===== config.mk =====
export PLATFORM = sky130hd
export DESIGN_NAME = calendar_date_add_days_top
export DESIGN_NICKNAME = d
export VERILOG_FILES = /design/src/cdad_pkg.sv /design/src/calendar_date_add_days_top.sv /design/src/cdad_ctrl.sv /design/src/cdad_datapath.sv
export SDC_FILE = /design/constraint.sdc
export NUM_CORES = 1
export LEC_CHECK = 0
export BUFFER_PORTS_ARGS = -buffer_cell sky130_fd_sc_hd__clkbuf_2
export CORE_MARGIN = 2
export CORE_UTILIZATION = 35
export CTS_BUF_LIST = sky130_fd_sc_hd__clkbuf_8
export DETAILED_ROUTE_END_ITERATION = 8
export PLACE_DENSITY = 0.56
export SLEW_MARGIN = 5
export SYNTH_ARGS = -nofsm -noshare
export SYNTH_HDL_FRONTEND = slang
export SYNTH_SLANG_ARGS = --single-unit

===== constraint.sdc =====
create_clock -name clk -period 4.2 [get_ports clk]
set_input_delay 0.21 -clock clk [delete_from_list [all_inputs] [get_ports clk]]
set_output_delay 0.21 -clock clk [all_outputs]
set_load 0.02 [all_outputs]

===== src/cdad_pkg.sv =====
// shared types, constants and functions of the date adder
// depends on nothing
package cdad_pkg;

    localparam int unsigned YEAR_W     = 15;
    localparam int unsigned YP_W       = 29;
    localparam int unsigned YMOD_SHIFT = 19;
    localparam int unsigned YQ_W       = 10;

    localparam logic [YEAR_W-1:0] YEAR_MAX = 15'd9999;
    localparam logic [14:0]       YMOD_K   = 15'd20972;
    localparam logic [4:0]        MOD25    = 5'd25;
    localparam logic [2:0]        MOD7     = 3'd7;
    localparam logic [3:0]        MON_JAN  = 4'd1;
    localparam logic [3:0]        MON_FEB  = 4'd2;
    localparam logic [3:0]        MON_APR  = 4'd4;
    localparam logic [3:0]        MON_JUN  = 4'd6;
    localparam logic [3:0]        MON_SEP  = 4'd9;
    localparam logic [3:0]        MON_NOV  = 4'd11;
    localparam logic [3:0]        MON_DEC  = 4'd12;

    typedef struct packed {
        logic load;
        logic rem;
        logic step;
        logic emit;
    } cmd_t;

    typedef struct packed {
        logic fits;
    } status_t;

    typedef enum logic [2:0] {
        ST_IDLE = 3'b001,
        ST_REM  = 3'b010,
        ST_LOOP = 3'b100
    } state_t;

    function automatic logic [4:0] month_len(input logic [3:0] month, input logic leap);
        logic [4:0] len;
        begin
            len = 5'd31;
            if (month == MON_FEB)
            begin
                len = leap ? 5'd29 : 5'd28;
            end
            else if (month == MON_APR || month == MON_JUN || month == MON_SEP ||
                     month == MON_NOV)
            begin
                len = 5'd30;
            end
            return len;
        end
    endfunction

endpackage


===== src/calendar_date_add_days_top.sv =====
// Gregorian date adder: adds a day count to a date and its weekday.
// Input channel in_valid/in_stall carries day_in, month_in, year_in, weekday_in
// and increment; output channel out_valid/out_stall carries day_out, month_out,
// year_out, weekday_out and year_overflow. An item moves when valid is high and
// stall is low. One result per item.
// After an item is taken, a setup state forms the weekday and year remainders,
// then the month loop steps one month at a time until the day count fits the
// current month, and then hands the result to the output register.
// in_stall is high while an item is in work. The result sits in an output
// register, so the next item is taken while the result waits; a stalled result
// holds and the loop waits at its end until the register frees.
// Reset clears the controller and the output valid; no item is in flight.
// depends on cdad_pkg, cdad_ctrl, cdad_datapath
module calendar_date_add_days_top
    import cdad_pkg::*;
#(
    parameter int unsigned INCREMENT_BITS = 10
)
(
    input  logic                      clk,
    input  logic                      rst_n,
    input  logic                      in_valid,
    output logic                      in_stall,
    input  logic [4:0]                day_in,
    input  logic [3:0]                month_in,
    input  logic [13:0]               year_in,
    input  logic [2:0]                weekday_in,
    input  logic [INCREMENT_BITS-1:0] increment,
    output logic                      out_valid,
    input  logic                      out_stall,
    output logic [4:0]                day_out,
    output logic [3:0]                month_out,
    output logic [13:0]               year_out,
    output logic [2:0]                weekday_out,
    output logic                      year_overflow
);

    cmd_t    cmd;
    status_t status;

    cdad_ctrl u_ctrl (
        .clk       (clk),
        .rst_n     (rst_n),
        .in_valid  (in_valid),
        .in_stall  (in_stall),
        .out_valid (out_valid),
        .out_stall (out_stall),
        .status    (status),
        .cmd       (cmd)
    );

    cdad_datapath #(
        .INCREMENT_BITS (INCREMENT_BITS)
    ) u_datapath (
        .clk           (clk),
        .cmd           (cmd),
        .status        (status),
        .day_in        (day_in),
        .month_in      (month_in),
        .year_in       (year_in),
        .weekday_in    (weekday_in),
        .increment     (increment),
        .day_out       (day_out),
        .month_out     (month_out),
        .year_out      (year_out),
        .weekday_out   (weekday_out),
        .year_overflow (year_overflow)
    );

endmodule


===== src/cdad_ctrl.sv =====
// controller of the date adder: sequencing and output valid
// depends on cdad_pkg
module cdad_ctrl
    import cdad_pkg::*;
(
    input  logic    clk,
    input  logic    rst_n,
    input  logic    in_valid,
    output logic    in_stall,
    output logic    out_valid,
    input  logic    out_stall,
    input  status_t status,
    output cmd_t    cmd
);

    state_t state_reg;
    state_t state_next;
    logic   out_valid_reg;
    logic   out_valid_next;
    logic   slot_free;

    assign slot_free = !out_valid_reg || !out_stall;

    always_comb
    begin
        state_next = state_reg;
        cmd        = '0;
        unique case (state_reg)
            ST_IDLE:
            begin
                if (in_valid)
                begin
                    cmd.load   = 1'b1;
                    state_next = ST_REM;
                end
            end
            ST_REM:
            begin
                cmd.rem    = 1'b1;
                state_next = ST_LOOP;
            end
            ST_LOOP:
            begin
                if (!status.fits)
                begin
                    cmd.step = 1'b1;
                end
                else if (slot_free)
                begin
                    cmd.emit   = 1'b1;
                    state_next = ST_IDLE;
                end
            end
            default:
            begin
                state_next = ST_IDLE;
            end
        endcase
    end

    always_comb
    begin
        out_valid_next = out_valid_reg;
        if (out_valid_reg && !out_stall)
        begin
            out_valid_next = 1'b0;
        end
        if (cmd.emit)
        begin
            out_valid_next = 1'b1;
        end
    end

    always_ff @(posedge clk or negedge rst_n)
    begin
        if (!rst_n)
        begin
            state_reg     <= ST_IDLE;
            out_valid_reg <= 1'b0;
        end
        else
        begin
            state_reg     <= state_next;
            out_valid_reg <= out_valid_next;
        end
    end

    assign in_stall  = (state_reg != ST_IDLE);
    assign out_valid = out_valid_reg;

endmodule


===== src/cdad_datapath.sv =====
// datapath of the date adder: setup remainders, month loop, output register
// depends on cdad_pkg
module cdad_datapath
    import cdad_pkg::*;
#(
    parameter int unsigned INCREMENT_BITS = 10
)
(
    input  logic                      clk,
    input  cmd_t                      cmd,
    output status_t                   status,
    input  logic [4:0]                day_in,
    input  logic [3:0]                month_in,
    input  logic [13:0]               year_in,
    input  logic [2:0]                weekday_in,
    input  logic [INCREMENT_BITS-1:0] increment,
    output logic [4:0]                day_out,
    output logic [3:0]                month_out,
    output logic [13:0]               year_out,
    output logic [2:0]                weekday_out,
    output logic                      year_overflow
);

    localparam int unsigned DAY_W    = ((INCREMENT_BITS > 5) ? INCREMENT_BITS : 5) + 1;
    localparam int unsigned W7_SHIFT = DAY_W + 3;
    localparam int unsigned PW7      = 2 * DAY_W + 1;
    localparam longint unsigned W7_K = ((64'd1 << W7_SHIFT) + 64'd6) / 64'd7;

    logic [DAY_W-1:0]  day_reg;
    logic [DAY_W-1:0]  day_next;
    logic [3:0]        month_reg;
    logic [3:0]        month_next;
    logic [YEAR_W-1:0] year_reg;
    logic [YEAR_W-1:0] year_next;
    logic [4:0]        ymod_reg;
    logic [4:0]        ymod_next;
    logic [DAY_W-1:0]  wsum_reg;
    logic [PW7-1:0]    wprod_reg;
    logic [YP_W-1:0]   yprod_reg;
    logic [2:0]        wd_reg;
    logic [2:0]        wd_next;

    logic [4:0]        dout_reg;
    logic [3:0]        mout_reg;
    logic [13:0]       yout_reg;
    logic [2:0]        wout_reg;
    logic              ovf_reg;

    logic [DAY_W-1:0]  wsum_in;
    logic [3:0]        month_fix;
    logic [DAY_W-1:0]  wq;
    logic [DAY_W-1:0]  wr;
    logic [YQ_W-1:0]   yq;
    logic [13:0]       yr;
    logic              leap;
    logic [4:0]        len;
    logic              over;

    assign wsum_in   = DAY_W'(weekday_in) + DAY_W'(increment);
    assign month_fix = (month_in == 4'd0 || month_in > MON_DEC) ? MON_JAN : month_in;

    // quotients by reciprocal, one correction step each
    always_comb
    begin
        wq = DAY_W'(wprod_reg >> W7_SHIFT);
        wr = wsum_reg - (wq * DAY_W'(MOD7));
        if (wr >= DAY_W'(MOD7))
        begin
            wr = wr - DAY_W'(MOD7);
        end
        yq = YQ_W'(yprod_reg >> YMOD_SHIFT);
        yr = year_reg[13:0] - (14'(yq) * 14'(MOD25));
        if (yr >= 14'(MOD25))
        begin
            yr = yr - 14'(MOD25);
        end
    end

    assign leap        = (year_reg[1:0] == 2'd0) && (ymod_reg != 5'd0 || year_reg[3:0] == 4'd0);
    assign len         = month_len(month_reg, leap);
    assign status.fits = (day_reg <= DAY_W'(len));
    assign over        = (year_reg > YEAR_MAX);

    always_comb
    begin
        day_next   = day_reg;
        month_next = month_reg;
        year_next  = year_reg;
        ymod_next  = ymod_reg;
        wd_next    = wd_reg;
        if (cmd.load)
        begin
            day_next   = DAY_W'(day_in) + DAY_W'(increment);
            month_next = month_fix;
            year_next  = YEAR_W'(year_in);
        end
        if (cmd.rem)
        begin
            ymod_next = yr[4:0];
            wd_next   = (wr[2:0] == 3'd0) ? MOD7 : wr[2:0];
        end
        if (cmd.step)
        begin
            day_next = day_reg - DAY_W'(len);
            if (month_reg == MON_DEC)
            begin
                month_next = MON_JAN;
                year_next  = year_reg + YEAR_W'(1);
                ymod_next  = (ymod_reg == MOD25 - 5'd1) ? 5'd0 : ymod_reg + 5'd1;
            end
            else
            begin
                month_next = month_reg + 4'd1;
            end
        end
    end

    always_ff @(posedge clk)
    begin
        day_reg   <= day_next;
        month_reg <= month_next;
        year_reg  <= year_next;
        ymod_reg  <= ymod_next;
        wd_reg    <= wd_next;
        if (cmd.load)
        begin
            wsum_reg  <= wsum_in;
            wprod_reg <= PW7'(wsum_in) * PW7'(W7_K);
            yprod_reg <= YP_W'(year_in) * YP_W'(YMOD_K);
        end
        if (cmd.emit)
        begin
            dout_reg <= day_reg[4:0];
            mout_reg <= month_reg;
            yout_reg <= over ? YEAR_MAX[13:0] : year_reg[13:0];
            wout_reg <= wd_reg;
            ovf_reg  <= over;
        end
    end

    assign day_out       = dout_reg;
    assign month_out     = mout_reg;
    assign year_out      = yout_reg;
    assign weekday_out   = wout_reg;
    assign year_overflow = ovf_reg;

endmodule


Yosys cells after proc, flatten, opt, wreduce, memory -nomap -nowiden --
Index checks and enable logic that the tools add are counted.
Cells by class: add/sub/neg operators 10, reductions and logical operators 18, mux-type cells 31, equality and inequality tests 14, $mul 4, $lt $le $gt $ge 5
Operator list (number):
- 15-bit two-way mux | 3
- 5-bit two-way mux | 6
- 14-bit by 13-bit multiplier with 27-bit output, second input constant | 1
- 11-bit by 12-bit multiplier with 23-bit output, second input constant | 1
- 11-bit two-way mux | 2
- 4-bit two-way mux | 4
- 15-bit by 1-bit adder with 15-bit output, second input constant | 1
- 15-bit by 14-bit greater-than comparator with 1-bit output, second input constant | 1
- 14-bit by 5-bit >= comparator with 1-bit output, second input constant | 1
- 10-bit by 5-bit multiplier with 14-bit output, second input constant | 1
- 14-bit subtractor | 1
- 4-bit equality test, second input constant | 3
- 3-bit two-way mux | 4
- 3-bit by 10-bit adder with 11-bit output | 1
- 5-bit by 10-bit adder with 11-bit output | 1
- 11-bit by 3-bit >= comparator with 1-bit output, second input constant | 1
- 11-bit by 5-bit less-or-equal comparator with 1-bit output | 1
- 9-bit by 3-bit multiplier with 11-bit output, second input constant | 1
- 11-bit subtractor | 1
- 11-bit by 5-bit subtractor with 11-bit output | 1
- 1-bit two-way mux | 10
- 3-bit case mux with 3 select lines | 1
- 4-bit by 3-bit equality test with 1-bit output, second input constant | 2
- 4-bit logical NOT | 2
- 22 further kinds | 31
Word-level totals: word-level logic and storage cells 97, output and inout bits 29, bits of input ports 40, register bits 130

Depth between registers and ports, before layout --
Gate-level depths: netlist of the first run.
depth after elaboration 10, mapped depth 25, gate-level depth less buffers 25

Modules after synthesis --
A second synthesis of the first run with hierarchy kept.
Second synthesis, totals: cell total of the unflattened synthesis 1198, area total of the unflattened synthesis 11927.7 µm²
By module, submodules not included:
- cdad_datapath | cells an instance 1180, area each 11721.2 µm², sequential area each 2652.5 µm², times used 1
- cdad_ctrl | cells an instance 18, area each 206.4 µm², sequential area each 101.3 µm², times used 1

Worst setup path before layout of the first run --
OpenSTA, ideal clock, no wires.
path type input to register, start input weekday_in[0], end register u_datapath.wprod_reg[22] (data pin), setup time 0.258 ns, stages on the path 22, arrival time 5.180 ns, path buffers 0, required time 3.942 ns, slack -1.238 ns, cells stage by stage ha_1 fa_1 a21oi_1 nor2b_1 and2_1 nand2_1 xnor2_1 ha_1 xor2_1 ha_1 inv_1 fa_1 fa_1 inv_1 ha_1 ha_1 or4_1 o31ai_1 o21ai_0 a211o_1 a21oi_1 xnor2_1
On the way: longest elaborated chain between the ends 2
RTL lines:
- start, declared | RTL line calendar_date_add_days_top.sv:27 | input logic [2:0] weekday_in,
- 3-bit by 10-bit adder with 11-bit output | RTL line cdad_datapath.sv:59 | assign wsum_in = DAY_W'(weekday_in) + DAY_W'(increment);
- via u_datapath.wsum_in[8] | RTL line cdad_datapath.sv:49 | logic [DAY_W-1:0] wsum_in;
- 11-bit by 12-bit multiplier with 23-bit output | RTL line cdad_datapath.sv:128 | wprod_reg <= PW7'(wsum_in) * PW7'(W7_K);
- end signal, assigned | RTL line cdad_datapath.sv:128
- end, declared | RTL line cdad_datapath.sv:38 | logic [PW7-1:0] wprod_reg;
The timed path passes the listed nets, and every way through them passes these cells. A chain may end at the register's enable or synchronous reset.

Worst setup path in the final report of the first run --
start input increment[0], end register u_datapath.wprod_reg[22] (data pin)
On the way: longest elaborated chain between the ends 2
RTL lines:
- start, declared | RTL line calendar_date_add_days_top.sv:28 | input logic [INCREMENT_BITS-1:0] increment,
- 3-bit by 10-bit adder with 11-bit output | RTL line cdad_datapath.sv:59
- via u_datapath.wsum_in[8] | RTL line cdad_datapath.sv:49
- 11-bit by 12-bit multiplier with 23-bit output | RTL line cdad_datapath.sv:128
The timed path passes the listed nets, and every way through them passes these cells.

==> flow_metrics.env, run 1 <==
export IMPL_yosys_register_bits=99
export IMPL_cap_violations=0
export IMPL_critPathMaxStageDelay_ns=0.49
export IMPL_cp_end_kind="register"
export IMPL_setup_viol=15
export IMPL_grt_pass1_vias=9263
export IMPL_largest_reg_flops=15
export IMPL_fmax_ghz=0.215
export IMPL_syn_num_nets=1601
export IMPL_worstPathMaxFanout=3
export IMPL_place_hpwl_um=22900
export IMPL_initial_core_util_pct=35.6
export IMPL_final_max_slew_violation_count=0
export IMPL_ios=69
export IMPL_drt_iter0_drc=477
export IMPL_crit_family="adder cells"
export IMPL_cp_data_arrival_time_ns=4.79
export IMPL_start_kind="primary input"
export IMPL_ff_latch_area_um2=2750
export IMPL_postSynth_asyncResetShare_pct=4.04
export IMPL_post_route_period_util_pct=111
export IMPL_clk_pin_slew_worst_paths_ns=0.10
export IMPL_area_delta_synth_final_pct=26.4
export IMPL_antenna_found_initial=0
export IMPL_n_fill_cell=3173
export IMPL_grt_use_total_pct=15.8
export IMPL_rsz0062_at_grt="true"
export IMPL_n_antenna_cell=0
export IMPL_synth_area_um2=12000
export IMPL_cpMostUsedCell="ha_4"
export IMPL_design_core_area_um2=33600
export IMPL_cts_tree="yes"
export IMPL_cp_slowest_cell="fa_1"
export IMPL_cts_path_max_buffers=2
export IMPL_drive_above_1_share_pct=25.4
export IMPL_relSlewSlack_pct=58.4
export IMPL_violations="setup timing"
export IMPL_worstSkewPairLatency_ns=0.38
export IMPL_synth_warnings=0
export IMPL_tightest_slew_ns=0.621
export IMPL_cp_required_ns=4.33
export IMPL_critical_path_class="primary input to register"
export IMPL_drt_pass1_iterations=4
export IMPL_die_h_um=189
export IMPL_grt_pass1_wl_um=45400
export IMPL_hp_class="primary input to register"
export IMPL_wl_per_cell_um=14.1
export IMPL_path_buf_inv=3
export IMPL_finalClockSkew_ns=0.0159
export IMPL_wl_um=27200
export IMPL_die_w_um=189
export IMPL_avgSynthCellArea_um2=9.82
export IMPL_root_buffer="clkbuf_8"
export IMPL_fin_nets=1855
export IMPL_grt_overflow_total=0
export IMPL_path_cells="buf_6 > ha_4 > fa_2 > a21oi_2 > nor2b_1 > and2_4 > nand2_4 > xnor2_4 > ha_4 > xor2_2 > ha_2 > inv_2 > fa_2 > fa_1 > inv_1 > ha_1 > ha_4 > or4_4 > o31ai_4 > o21ai_2 > a211o_1 > a21oi_2 > xnor2_1"
export IMPL_gp_congestion=0.830
export IMPL_grt_max_degree=46
export IMPL_dieArea_um2=35600
export IMPL_htree_levels=3
export IMPL_finalWorstPathRequiredPeriod_ns=4.66
export IMPL_vias=9140
export IMPL_finalWorstSetupSlack_ns=-0.460
export IMPL_drc=0
export IMPL_setup_tns_final_ns=-3.36
export IMPL_io_buffers=68
export IMPL_ant_nets=0
export IMPL_viasPerCell=4.75
export IMPL_ys_flop_type="edfxtp_1"
export IMPL_rows=67
export IMPL_yosysSeqAreaShare_pct=23.0
export IMPL_ys_types=66
export IMPL_clock_sinks=99
export IMPL_numCtsBuffers=9
export IMPL_status="finished, violations left"
export IMPL_multiInputGateArea_um2=8740
export IMPL_synth_edff_count=75
export IMPL_syn_inst=1217
export IMPL_hold_viol_final=0
export IMPL_reg2reg_slack_ns=0.06
==> final timing paths <==
check                                       endpoint  depth (start not counted)                      from
hold reg to reg            u_datapath.weekday_out[0]                          0      u_datapath.wd_reg[0]
setup / recovery            u_datapath.wprod_reg[22]                         23              increment[0]
max in group asynchronous        u_ctrl.state_reg[0]                          2                     rst_n
hold / removal                      u_ctrl.out_valid                          3                 out_stall
min in group asynchronous        u_ctrl.state_reg[2]                          2                     rst_n
setup reg to reg              u_datapath.ymod_reg[2]                         17  u_datapath.yprod_reg[24]
==> through the flow <==
stage | util, % | std cells | setup slack, ns | area (um^2) | hold slack, ns
after floorplan | - | 1217 | -0.713 | 12100 | -0.0856
after global placement | 42.3 | 1894 | -0.920 | 14200 | 0.0358
after detailed placement | 42.3 | 1894 | -0.946 | 14200 | 0.0388
after CTS | 43.8 | 1920 | -0.524 | 14700 | 0.0998
after global routing | 44.9 | 1924 | -0.628 | 15100 | 0.143
final | 44.9 | 1924 | -0.460 | 15100 | 0.118
==> worst min-delay path: stages <==
cell	delay (ns)
clkbuf_2	0.10
nand2_1	0.07
o21ai_0	0.08
==> Yosys cell counts (5+ instances only) <==
master / count / area share (%)
fa_1: 111 / 19
nand2_1: 59 / 1.9
nor3_1: 16 / 0.67
a21o_1: 21 / 1.3
o22ai_1: 8 / 0.42
nand3_1: 15 / 0.63
clkbuf_1: 11 / 0.35
xnor2_1: 39 / 2.9
o211ai_1: 5 / 0.31
a211oi_1: 8 / 0.50
a311oi_1: 5 / 0.37
inv_1: 263 / 8.3
ha_1: 233 / 24
mux2i_1: 6 / 0.50
dfxtp_1: 20 / 3.3
nor4_1: 7 / 0.37
o21a_1: 8 / 0.50
nand2b_1: 8 / 0.42
edfxtp_1: 75 / 19
and3_1: 7 / 0.37
a31oi_1: 10 / 0.52
nor2b_1: 6 / 0.31
a21oi_1: 55 / 2.3
xor2_1: 22 / 1.6
a221oi_1: 7 / 0.51
o21ai_0: 37 / 1.5
nand4_1: 13 / 0.68
nor2_1: 77 / 2.4
==> cell type report <==
cell class / instances / share of cell area (%)
Multi-Input combinational cell: 843 / 57.8
Timing Repair Buffer: 254 / 12.4
Clock buffer: 9 / 0.820
Sequential cell: 99 / 18.2
Inverter: 264 / 6.56
Tap cell: 448 / 3.71
Clock inverter: 7 / 0.464
==> cell usage in the layout, fill, tap and decap left out, types with 15 or more instances in the layout <==
| cell type | netlist | final |
|---|---|---|
| xnor2_1 | 39 | 35 |
| edfxtp_1 | 75 | 75 |
| dfxtp_1 | 20 | 20 |
| buf_4 | 0 | 173 |
| nand2_1 | 59 | 56 |
| inv_1 | 263 | 251 |
| ha_1 | 233 | 206 |
| nand3_1 | 15 | 15 |
| clkbuf_2 | 0 | 59 |
| ha_4 | 0 | 22 |
| o21ai_0 | 37 | 33 |
| xor2_1 | 22 | 21 |
| fa_1 | 111 | 104 |
| a21o_1 | 21 | 21 |
| a21oi_1 | 55 | 48 |
| nor2_1 | 77 | 66 |
==> per-layer routing <==
layer  share of wire, %  track usage [%]  vias to the layer above
li1                   -                -                     4626
met4                1.4             2.91                        0
met1                 50             22.3                     4365
met3                2.5             1.92                       26
met5                  0                0                        -
met2                 47             26.2                      123
==> kinds of logic (layout without fill, tap and decap cells) <==
family                   count (synthesis)  in the layout  share of synthesized area (%)
AO/OA/AOI/OAI                          198            198                           10.8
XOR/XNOR                                61             61                           4.47
adder cells (fa/ha/maj)                344            344                           43.0
buffers and inverters                  275            534                           8.64
flip-flops                              99             99                           23.0
multiplexers                             9              9                          0.816
AND/OR/NAND/NOR                        231            231                           9.24
==> timing repair <==
action,4_1_cts,5_1_grt
endpoints found under the setup margin,22,23
hold buffers,1,0
buffers inserted,10,5
pin swaps,35,53
hold endpoints to repair,4,0
resized for setup,42,73
cloned,0,0
Power of run 1 is left out: the tool's default activity adds up to more than one toggle a clock period on the data nets, which glitch-free logic cannot reach.
==> run 2, diff against run 1 <==
--- a/config.mk
+++ b/config.mk
@@ -10,7 +10,7 @@
 export CORE_UTILIZATION = 35
 export CTS_BUF_LIST = sky130_fd_sc_hd__clkbuf_8
 export DETAILED_ROUTE_END_ITERATION = 8
-export PLACE_DENSITY = 0.56
+export PLACE_DENSITY = 0.54
 export SLEW_MARGIN = 5
 export SYNTH_ARGS = -nofsm -noshare
 export SYNTH_HDL_FRONTEND = slang
==> constraint.sdc (replaced) <==
create_clock -name clk -period 4.3 [get_ports clk]
set_input_delay 0.215 -clock clk [delete_from_list [all_inputs] [get_ports clk]]
set_output_delay 0.215 -clock clk [all_outputs]
set_load 0.02 [all_outputs]
==> flow_metrics.env, run 2 (synthesized netlist as in run 1, its figures left out) <==
export IMPL_status="finished, violations left"
export IMPL_violations="setup timing"
export IMPL_n_antenna_cell=0
export IMPL_finalWorstPathRequiredPeriod_ns=4.78
export IMPL_place_ws_ns=-0.868
export IMPL_fmax_ghz=0.209
export IMPL_grt_pass1_vias=8999
export IMPL_path_buf_inv=3
export IMPL_crit_family="adder cells"
export IMPL_clock_sinks=99
export IMPL_hold_end="u_ctrl.out_valid"
export IMPL_vias=8939
export IMPL_final_cell_mix="inv_1 (247), ha_1 (207), buf_4 (160)"
export IMPL_hp_start="out_stall"
export IMPL_cp_slowest_cell="fa_1"
export IMPL_cts_tree="yes"
export IMPL_grt_use_total_pct=15.7
export IMPL_finalClockSkew_ns=0.0170
export IMPL_clk_pin_slew_worst_paths_ns=0.10
export IMPL_grt_max_degree=28
export IMPL_dieArea_um2=35600
export IMPL_n_fill_cell=3184
export IMPL_cp_data_arrival_time_ns=4.91
export IMPL_critical_path_class="primary input to register"
export IMPL_critPathMaxStageDelay_ns=0.53
export IMPL_numCtsBuffers=9
export IMPL_drive_above_1_share_pct=24.9
export IMPL_initial_core_util_pct=35.6
export IMPL_use_met1_pct=22.5
export IMPL_wl_um=27500
export IMPL_timing_rr_start="u_datapath.yprod_reg[24]"
export IMPL_post_route_period_util_pct=111
export IMPL_ios=69
export IMPL_drt_pass1_iterations=4
export IMPL_antenna_found_initial=1
export IMPL_rsz0062_at_grt="true"
export IMPL_cts_path_max_buffers=2
export IMPL_setup_viol=9
export IMPL_htree_levels=3
export IMPL_drc=0
export IMPL_wl_per_cell_um=14.4
export IMPL_r2r_end="u_datapath.ymod_reg[2]"
export IMPL_holdPathStages=3
export IMPL_final_max_slew_violation_count=0
export IMPL_gp_congestion=0.829
export IMPL_setup_tns_final_ns=-2.88
export IMPL_area_delta_synth_final_pct=25.9
export IMPL_cp_end_kind="register"
export IMPL_hp_class="primary input to register"
export IMPL_tightest_slew_ns=0.968
export IMPL_drt_iter0_drc=394
export IMPL_r2r_cells=18
export IMPL_root_buffer="clkbuf_8"
export IMPL_relSlewSlack_pct=35.4
export IMPL_die_h_um=189
export IMPL_grt_pass1_wl_um=44900
export IMPL_finalWorstSetupSlack_ns=-0.481
export IMPL_place_hpwl_um=23100
export IMPL_die_w_um=189
export IMPL_cpMostUsedCell="ha_4"
export IMPL_grt_use_met3_pct=1.81
export IMPL_largest_reg_flops=15
export IMPL_ant_nets=0
export IMPL_rows=67
export IMPL_cp_required_ns=4.43
export IMPL_viasPerCell=4.69
export IMPL_grt_overflow_total=0
export IMPL_busiest_layer="met2"
export IMPL_design_core_area_um2=33600
export IMPL_start_kind="primary input"
export IMPL_use_met2_pct=26.1
export IMPL_worstSkewPairLatency_ns=0.39
export IMPL_cap_violations=0
export IMPL_io_buffers=68
export IMPL_reg2reg_slack_ns=0.11
export IMPL_hold_viol_final=0
export IMPL_worstPathMaxFanout=3
export IMPL_layout_commonest_cell="inv_1"
export IMPL_fin_nets=1839
run 2: cell types whose count changed in the layout (fill, tap and decap cells not counted), moves of 3 or more:
cell	before	now
buf_4	173	160
buf_6	13	9
inv_1	251	247
buf_12	1	4
buf_8	0	3
inv_2	13	16
nor2_4	2	5
run 2: metrics by stage:
stage	instances	utilization (%)	hold slack, ns	cell area, um^2
after floorplan	1217	-	-0.0806	12100
after global placement	1874	42.0	0.0239	14100
after detailed placement	1874	42.0	0.0284	14100
after CTS	1894	43.3	0.0373	14600
after global routing	1908	44.8	0.0740	15100
final	1908	44.8	0.0649	15100
run 2: worst max path at each step:
stage / endpoint / from / cells after the start / slack (ns)
after floorplan: u_datapath.wprod_reg[22] / weekday_in[0] / 22 / -0.62
after global placement: u_datapath.wprod_reg[22] / weekday_in[1] / 21 / -0.83
after detailed placement: u_datapath.wprod_reg[22] / increment[0] / 24 / -0.87
after CTS: u_datapath.wprod_reg[22] / increment[0] / 22 / -0.41
after global routing: u_datapath.wprod_reg[22] / increment[0] / 25 / -0.63
final: u_datapath.wprod_reg[22] / increment[0] / 25 / -0.48
run 2: tightest hold or removal path, cell delays in order:
cell	delay [ns]
clkbuf_2	0.08
nand2_1	0.05
o21ai_0	0.06
run 2: timing repair:
| item | 4_1_cts | 5_1_grt |
|---|---|---|
| endpoints found under the setup margin | 16 | 22 |
| hold endpoints to repair | 4 | 0 |
| gates resized for setup | 38 | 89 |
| pin swaps | 21 | 70 |
| hold buffers | 1 | 0 |
| setup buffers | 3 | 16 |
run 2: final cells by class:
type / instances / area, um^2 / area share (%)
timing repair buffer: 238 / 1750 / 11.7
clock inverter: 7 / 98.8 / 0.657
clock buffer: 9 / 124 / 0.823
multi-input combinational: 843 / 8770 / 58.3
tap: 448 / 561 / 3.72
sequential: 99 / 2750 / 18.3
inverter: 264 / 991 / 6.58
run 2: layer usage:
| metal | share of wire (%) | wire (um) |
|---|---|---|
| met1 | 50 | 13700 |
| met2 | 47 | 13000 |
| met3 | 2.2 | 600 |
| met4 | 0.63 | 172 |
| met5 | 0.040 | 11 |
Power of run 2 is left out for the same reason.
